<file path="src/hdl/spq_pkg.sv">
package spq_pkg;

   // Queue depth and field widths.
   localparam int CAPACITY = 16;
   localparam int CNT_W    = $clog2(CAPACITY + 1);
   localparam int VALUE_W  = 32;
   localparam int PRIO_W   = 16;
   localparam int KIND_W   = 2;
   localparam int STATUS_W = 2;
   localparam int FILL_W   = 5;

   // Request kinds.
   localparam logic [KIND_W-1:0] REQ_INSERT = 2'd0;
   localparam logic [KIND_W-1:0] REQ_DELETE = 2'd1;
   localparam logic [KIND_W-1:0] REQ_PEEK   = 2'd2;

   // Response status codes.
   localparam logic [STATUS_W-1:0] STATUS_OK    = 2'd0;
   localparam logic [STATUS_W-1:0] STATUS_EMPTY = 2'd1;
   localparam logic [STATUS_W-1:0] STATUS_FULL  = 2'd2;

   // State of the response register.
   typedef enum logic {
      OUT_EMPTY,
      OUT_FULL
   } out_state_type;

   // Commands from the controller to the datapath.
   typedef struct packed {
      logic                insert_en;
      logic                delete_en;
      logic                load_rsp;
      logic                head_out;
      logic [STATUS_W-1:0] rsp_status;
   } cmd_type;

   // Status from the datapath to the controller.
   typedef struct packed {
      logic             empty;
      logic             full;
      logic [CNT_W-1:0] count;
   } stat_type;

endpackage

</file>
<file path="src/hdl/spq_ifs.sv">
// Request channel: one queue operation per request.
interface spq_req_if;
   logic                                 valid;
   logic                                 ready;
   logic [spq_pkg::KIND_W-1:0]           req_type;
   logic signed [spq_pkg::VALUE_W-1:0]   value;
   logic signed [spq_pkg::PRIO_W-1:0]    prio;

   modport source (output valid, output req_type, output value, output prio, input ready);
   modport sink   (input valid, input req_type, input value, input prio, output ready);
endinterface

// Response channel: one response per request.
interface spq_rsp_if;
   logic                                 valid;
   logic                                 ready;
   logic [spq_pkg::STATUS_W-1:0]         status;
   logic signed [spq_pkg::VALUE_W-1:0]   out_value;
   logic signed [spq_pkg::PRIO_W-1:0]    out_prio;
   logic [spq_pkg::FILL_W-1:0]           fill;

   modport source (output valid, output status, output out_value, output out_prio,
                   output fill, input ready);
   modport sink   (input valid, input status, input out_value, input out_prio,
                   input fill, output ready);
endinterface

</file>
<file path="src/hdl/stable_priority_queue.sv">
// Bounded priority queue of (value, priority) entries held in descending
// priority order, earlier entries first among equal priorities. A request
// inserts, deletes the head, or peeks at the head; each request yields one
// response in the cycle after it is taken, and a new request is taken every
// cycle as long as the response side keeps up. That rate comes from the slot
// array: every slot compares its priority with the incoming one and shifts in
// the same cycle, so a whole insert or delete finishes together. The
// response register separates the two channels, so a request is accepted in
// the same cycle the previous response is taken. No clearing pass is needed
// after reset; only the entry count is cleared.
module stable_priority_queue (
   input  logic   clock,
   input  logic   reset,
   spq_req_if.sink   req,
   spq_rsp_if.source rsp
);
   import spq_pkg::*;

   cmd_type  cmd;
   stat_type stat;

   // Controller: handshake and request decode.
   spq_ctrl u_ctrl (
      .clock     (clock),
      .reset     (reset),
      .req_valid (req.valid),
      .req_kind  (req.req_type),
      .req_ready (req.ready),
      .rsp_ready (rsp.ready),
      .rsp_valid (rsp.valid),
      .stat      (stat),
      .cmd       (cmd)
   );

   // Datapath: slot array, entry count and response register.
   spq_dp u_dp (
      .clock      (clock),
      .reset      (reset),
      .cmd        (cmd),
      .in_value   (req.value),
      .in_prio    (req.prio),
      .stat       (stat),
      .rsp_status (rsp.status),
      .rsp_value  (rsp.out_value),
      .rsp_prio   (rsp.out_prio),
      .rsp_fill   (rsp.fill)
   );

   // An accepted request always shows a response in the next cycle.
   a_rsp_follows: assert property (@(posedge clock) disable iff (reset)
      req.valid && req.ready |=> rsp.valid)
      else $error("no response after an accepted request");

   // An insert grows the count by one.
   a_insert_count: assert property (@(posedge clock) disable iff (reset)
      cmd.insert_en |=> stat.count == $past(stat.count) + CNT_W'(1))
      else $error("insert did not grow the entry count");

   // A delete shrinks the count by one.
   a_delete_count: assert property (@(posedge clock) disable iff (reset)
      cmd.delete_en |=> stat.count == $past(stat.count) - CNT_W'(1))
      else $error("delete did not shrink the entry count");

   // The count never exceeds the capacity.
   a_count_bound: assert property (@(posedge clock) disable iff (reset)
      stat.count <= CNT_W'(CAPACITY))
      else $error("entry count above capacity");

   // An empty response reports zero fill.
   a_empty_fill: assert property (@(posedge clock) disable iff (reset)
      rsp.valid && rsp.status == STATUS_EMPTY |-> rsp.fill == '0)
      else $error("empty response with nonzero fill");

endmodule

</file>
<file path="src/hdl/spq_ctrl.sv">
module spq_ctrl (
   input  logic                         clock,
   input  logic                         reset,
   input  logic                         req_valid,
   input  logic [spq_pkg::KIND_W-1:0]   req_kind,
   output logic                         req_ready,
   input  logic                         rsp_ready,
   output logic                         rsp_valid,
   input  spq_pkg::stat_type            stat,
   output spq_pkg::cmd_type             cmd
);
   import spq_pkg::*;

   out_state_type state_ff, state_in;
   logic          accept;

   // State register for the response slot.
   always_ff @(posedge clock) begin
      if (reset) begin
         state_ff <= OUT_EMPTY;
      end else begin
         state_ff <= state_in;
      end
   end

   // A new request is taken whenever the response slot is free or drains now.
   always_comb begin
      state_in       = state_ff;
      req_ready      = 1'b0;
      rsp_valid      = 1'b0;
      unique case (state_ff)
         OUT_EMPTY: begin
            req_ready = 1'b1;
         end
         OUT_FULL: begin
            rsp_valid = 1'b1;
            req_ready = rsp_ready;
         end
         default: begin
            req_ready = 1'b0;
         end
      endcase
      accept = req_valid && req_ready;
      if (accept) begin
         state_in = OUT_FULL;
      end else if (state_ff == OUT_FULL && rsp_ready) begin
         state_in = OUT_EMPTY;
      end
   end

   // Decode the request into datapath commands.
   always_comb begin
      cmd            = '0;
      cmd.load_rsp   = accept;
      cmd.rsp_status = STATUS_OK;
      unique case (req_kind)
         REQ_INSERT: begin
            if (stat.full) begin
               cmd.rsp_status = STATUS_FULL;
            end else begin
               cmd.insert_en = accept;
            end
         end
         REQ_DELETE: begin
            if (stat.empty) begin
               cmd.rsp_status = STATUS_EMPTY;
            end else begin
               cmd.delete_en = accept;
               cmd.head_out  = 1'b1;
            end
         end
         REQ_PEEK: begin
            if (stat.empty) begin
               cmd.rsp_status = STATUS_EMPTY;
            end else begin
               cmd.head_out = 1'b1;
            end
         end
         default: begin
            cmd.rsp_status = STATUS_OK;
         end
      endcase
   end

endmodule

</file>
<file path="src/hdl/spq_dp.sv">
module spq_dp (
   input  logic                                clock,
   input  logic                                reset,
   input  spq_pkg::cmd_type                    cmd,
   input  logic signed [spq_pkg::VALUE_W-1:0]  in_value,
   input  logic signed [spq_pkg::PRIO_W-1:0]   in_prio,
   output spq_pkg::stat_type                   stat,
   output logic [spq_pkg::STATUS_W-1:0]        rsp_status,
   output logic signed [spq_pkg::VALUE_W-1:0]  rsp_value,
   output logic signed [spq_pkg::PRIO_W-1:0]   rsp_prio,
   output logic [spq_pkg::FILL_W-1:0]          rsp_fill
);
   import spq_pkg::*;

   logic signed [VALUE_W-1:0] values_ff [CAPACITY];
   logic signed [PRIO_W-1:0]  prios_ff  [CAPACITY];
   logic [CNT_W-1:0]          count_ff, count_in;
   logic [CAPACITY-1:0]       lower;

   logic [STATUS_W-1:0]       status_ff;
   logic signed [VALUE_W-1:0] value_ff;
   logic signed [PRIO_W-1:0]  prio_ff;
   logic [FILL_W-1:0]         fill_ff;

   // Each slot flags whether the new entry goes at or before it: the slot is
   // unused, or holds a strictly lower priority. Equal priorities stay ahead.
   always_comb begin
      for (int i = 0; i < CAPACITY; i++) begin
         lower[i] = (CNT_W'(i) >= count_ff) || (prios_ff[i] < in_prio);
      end
   end

   // Entry count.
   always_comb begin
      count_in = count_ff;
      if (cmd.insert_en) begin
         count_in = count_ff + CNT_W'(1);
      end else if (cmd.delete_en) begin
         count_in = count_ff - CNT_W'(1);
      end
   end

   always_ff @(posedge clock) begin
      if (reset) begin
         count_ff <= '0;
      end else begin
         count_ff <= count_in;
      end
   end

   // Slot array: insert shifts the lower part down one slot, delete shifts all up.
   always_ff @(posedge clock) begin
      for (int i = 0; i < CAPACITY; i++) begin
         if (cmd.insert_en && lower[i]) begin
            if (i == 0 || !lower[(i == 0) ? 0 : i - 1]) begin
               values_ff[i] <= in_value;
               prios_ff[i]  <= in_prio;
            end else begin
               values_ff[i] <= values_ff[(i == 0) ? 0 : i - 1];
               prios_ff[i]  <= prios_ff[(i == 0) ? 0 : i - 1];
            end
         end else if (cmd.delete_en && i < CAPACITY - 1) begin
            values_ff[i] <= values_ff[(i < CAPACITY - 1) ? i + 1 : i];
            prios_ff[i]  <= prios_ff[(i < CAPACITY - 1) ? i + 1 : i];
         end
      end
   end

   // Response register.
   always_ff @(posedge clock) begin
      if (cmd.load_rsp) begin
         status_ff <= cmd.rsp_status;
         value_ff  <= cmd.head_out ? values_ff[0] : '0;
         prio_ff   <= cmd.head_out ? prios_ff[0] : '0;
         fill_ff   <= FILL_W'(count_in);
      end
   end

   assign stat.empty = (count_ff == '0);
   assign stat.full  = (count_ff == CNT_W'(CAPACITY));
   assign stat.count = count_ff;
   assign rsp_status = status_ff;
   assign rsp_value  = value_ff;
   assign rsp_prio   = prio_ff;
   assign rsp_fill   = fill_ff;

endmodule

</file>
<file path="src/flat_wrapper.sv">
// flat-port wrapper written by rule: the top's interface ports become plain ports
module stable_priority_queue_flat import spq_pkg::*;
  (clock, reset, req_valid, req_req_type, req_value, req_prio, req_ready, rsp_valid, rsp_status, rsp_out_value, rsp_out_prio, rsp_fill, rsp_ready);
  spq_req_if req_i ();
  spq_rsp_if rsp_i ();
  input  logic clock;
  input  logic reset;
  input wire logic [$bits(req_i.valid)-1:0] req_valid;
  input wire logic [$bits(req_i.req_type)-1:0] req_req_type;
  input wire logic [$bits(req_i.value)-1:0] req_value;
  input wire logic [$bits(req_i.prio)-1:0] req_prio;
  output wire logic [$bits(req_i.ready)-1:0] req_ready;
  output wire logic [$bits(rsp_i.valid)-1:0] rsp_valid;
  output wire logic [$bits(rsp_i.status)-1:0] rsp_status;
  output wire logic [$bits(rsp_i.out_value)-1:0] rsp_out_value;
  output wire logic [$bits(rsp_i.out_prio)-1:0] rsp_out_prio;
  output wire logic [$bits(rsp_i.fill)-1:0] rsp_fill;
  input wire logic [$bits(rsp_i.ready)-1:0] rsp_ready;
  assign req_i.valid = req_valid;
  assign req_i.req_type = req_req_type;
  assign req_i.value = req_value;
  assign req_i.prio = req_prio;
  assign req_ready = req_i.ready;
  assign rsp_valid = rsp_i.valid;
  assign rsp_status = rsp_i.status;
  assign rsp_out_value = rsp_i.out_value;
  assign rsp_out_prio = rsp_i.out_prio;
  assign rsp_fill = rsp_i.fill;
  assign rsp_i.ready = rsp_ready;
  stable_priority_queue u_core (.clock(clock), .reset(reset), .req(req_i), .rsp(rsp_i));
endmodule
</file>
<file path="config.mk">
export PLATFORM = sky130hd
export DESIGN_NAME = stable_priority_queue_flat
export DESIGN_NICKNAME = d
export VERILOG_FILES = /design/src/hdl/spq_pkg.sv /design/src/hdl/spq_ifs.sv /design/src/hdl/stable_priority_queue.sv /design/src/hdl/spq_ctrl.sv /design/src/hdl/spq_dp.sv /design/src/flat_wrapper.sv
export SDC_FILE = /design/constraint.sdc
export NUM_CORES = 2
export LEC_CHECK = 0
export BUFFER_PORTS_ARGS = -buffer_cell sky130_fd_sc_hd__buf_2
export CAP_MARGIN = 20
export CORE_ASPECT_RATIO = 2
export CORE_UTILIZATION = 39
export DETAILED_ROUTE_END_ITERATION = 12
export GPL_ROUTABILITY_DRIVEN = 0
export PLACE_DENSITY_LB_ADDON = 0.2
export SLEW_MARGIN = 40
export SYNTH_ARGS = -nofsm -noshare
export SYNTH_HDL_FRONTEND = slang
export SYNTH_SLANG_ARGS = --single-unit
</file>
<file path="constraint.sdc">
create_clock -name clock -period 10.5 [get_ports clock]
set_clock_uncertainty 0.15 [all_clocks]
set_input_delay 1.05 -clock clock [delete_from_list [all_inputs] [get_ports clock]]
set_output_delay 1.05 -clock clock [all_outputs]
set_load 0.03 [all_outputs]
</file>
==> results.md <==
- Via/cell ratio: 6.67
- H-tree levels: 3
- DPL Wire Length: 125 mm
- Final setup fails: 0
- Slew margin rel.: 0.399
- Die area: 122000 µm²
- Startpoint types: flop
- Crit path time final: 5270 ps
- Die H: 493 µm
- Cells taking the most area after synthesis: edfxtp_1 (52%), a221o_1 (8.2%), ha_1 (6.6%), o21ai_0 (2.7%), clkbuf_1 (2.3%)
- Unique masters post-synth: 75
- WHS Endpoint: u_core.u_dp.rsp_value[23]$_SDFFCE_PN0P_
- Number of failing hold endpoints at the final stage: 0
- Vias in the first global route: 38603
- WS Path Type: flop to flop
- Min-Delay Path Class: flop to flop
- PwrDens: 163 nW/µm²
- Post-Syn Area per Cell: 11.4 µm²
- Yosys reg bits: 829
- Fin. max-slew vios: 0
- CTS Buffer Depth: 3
- Iter 0 DRT Violations: 3488
- Setup TNS Final: 0 ps
- Root Driver: clkbuf_16
- IR drop worst, VDD: 0.000123 V
- Slew at the pin with the worst max-slew slack: 901 ps
- Syn Inst Count: 4122
- Post-synth top area cell: edfxtp_1
- Gr usage total: 0.299
- Setup bufs post-CTS: 0
- Share of cells above drive strength 1: 0.104
- Synth async-reset ratio: 0
- Global-route wire length before repair: 265 mm
- RSZ-0062 raised after global routing: no
- # clock sinks: 829
- Clk Latency, worst-skew pair: 710 ps
- Count of input and output buffers: 110
- DRC: 16
- DR WL/cell: 32.8 µm
- CTS tree: built
- Sequential share of the synthesized area: 0.527
- R2r endpoint: u_core.u_dp.values_ff[0][43]$_DFFE_PP_
- Final net count: 4307
- Count leader, synth: edfxtp_1
- Drt total wl: 185 mm
- DR vias: 37570
- EDFF count, synth: 823
- Congestion Overflow GR: 0
- Max-cap violations: 0
- Initial antenna violation count: 18
- DR pass1 iterations: 10
- Reg2reg path depth: 10
- Top_reg_cell synth: edfxtp_1
- Cell row count: 180
- Largest net degree at the start of global routing: 100
- Min Hold Slack: 425 ps
- F_max: 190 MHz
- Reg2reg start: u_core.u_dp.count_ff[1]$_SDFF_PP0_
- Die Width: 248 µm
- Num CTS Buffers: 80
- Fin crit share: 0.502
- CP Capture Type: flop
- Post-CTS Resized: 0
- Hold buffers post-CTS: 0
- Worst hold start: u_core.u_dp.values_ff[0][23]$_DFFE_PP_
- WHS Path Cells: 1
- Ports: 111
- Crit Path Max Fanout: 55
- Worst path required time: 10900 ps
- Antenna viol nets, final: 0
- Leak: 18.8 nW
- Yosys top cell area share: 0.525
- Register clock-pin slew on the reported worst setup and hold paths: 70 ps
- Overall power: 8.46 mW
- Violated checks: design-rule violations
- Initial core utilization: 0.392
- Synth warnings: 0
- Synthesized net count: 4424
- Post-synth top cells: edfxtp_1 (823), a221o_1 (384), clkbuf_1 (287), inv_1 (257), o21ai_0 (255)
- Reg2reg setup slack: 5230 ps
- CP arrival: 5680 ps
- Area growth syn-to-layout: 10.3%
- Core area: 120000 µm²
- Outcome: finished with violations
- Cell Area, Synth: 47100 µm²
-- how the worst max path moves through the flow --
stage	start	slack [ps]	cells past startpoint	to
6_report	u_core.u_dp.count_ff[1]$_SDFF_PP0_	5230	10	u_core.u_dp.values_ff[0][43]$_DFFE_PP_
5_1_grt	req_prio[2]	5130	13	u_core.u_dp.prios_ff[0][78]$_DFFE_PP_
4_1_cts	u_core.u_dp.count_ff[1]$_SDFF_PP0_	5280	10	u_core.u_dp.values_ff[0][43]$_DFFE_PP_
3_5_place_dp	req_prio[2]	4690	13	u_core.u_dp.values_ff[0][145]$_DFFE_PP_
3_3_place_gp	req_prio[2]	4590	12	u_core.u_dp.values_ff[1][137]$_DFFE_PP_
2_1_floorplan	req_prio[2]	3140	10	u_core.u_dp.prios_ff[0][48]$_DFFE_PP_
-- where the power goes --
part	internal (mW)	switching (mW)
Combinational	0.397	0.764
Sequential	3.93	0.154
Clock	1.79	1.43
-- logic make-up (layout without fill, tap and decap cells) --
logic type	count (synthesis)	after routing	share of synthesized area
buffers and inverters	667	615	0.0576
other	0	14	0
DFF	829	829	0.527
muxes	100	100	0.0218
and+or+nand+nor	949	949	0.110
xor gates and xnor gates	4	4	0.000744
adders and majority gates	248	248	0.0659
AOI/OAI and AO/OA	1325	1325	0.216
-- registers in the layout (all words and copies together) (netlist names) --
signal,cells
u_core.u_dp.rsp_value,32
u_core.u_dp.rsp_prio,16
u_core.u_dp.rsp_fill,5
u_core.u_dp.count_ff,5
u_core.u_dp.rsp_status,2
u_core.u_dp.values_ff,512
u_core.u_ctrl.state_ff,1
u_core.u_dp.prios_ff,256
-- cell usage in the layout (no fill, tap or decap), types with 106 or more instances in the layout --
cell / n
buf_2: 110
nor2_1: 154
nand2_1: 124
a221o_1: 384
and3_1: 106
inv_1: 257
and2_1: 150
edfxtp_1: 823
ha_1: 248
o21ai_0: 249
a21oi_1: 152
nand3_1: 122
-- critical path, stage by stage (launching register included) --
cell,delay (ps)
dfxtp_1,810
inv_1,250
ha_1,280
nor4b_2,200
nor2_4,710
buf_4,820
o21ai_0,260
a21oi_2,670
buf_4,600
and2_1,220
a221o_1,120
-- final cells by class --
type                       count  area (µm²)
antenna                       14        35.0
tap                         1547        1940
fill                       11348       68100
clock inverter                50         591
sequential                   829       24800
timing repair buffer         210        1410
multi-input combinational   2626       20000
clock buffer                  97        2160
inverter                     258         968
-- routing by layer --
| layer | up-vias | GRT usage | wire length (µm) |
|---|---|---|---|
| met5 | - | 0 | 107 |
| met4 | 16 | 0.274 | 19700 |
| met3 | 705 | 0.0438 | 9760 |
| met2 | 1749 | 0.535 | 97100 |
| met1 | 18977 | 0.293 | 58000 |
| li1 | 16123 | - | - |
-- stage by stage --
stage	cells	cell area [µm²]	util	setup WS [ps]
floorplan	4122	47100	-	3140
global placement	5463	49000	0.408	4590
detailed placement	5469	49100	0.409	4690
CTS	5616	51900	0.432	5280
global route	5622	51900	0.433	5130
finish	5631	51900	0.433	5230
Note: power is estimated with default switching activity, not from simulation.
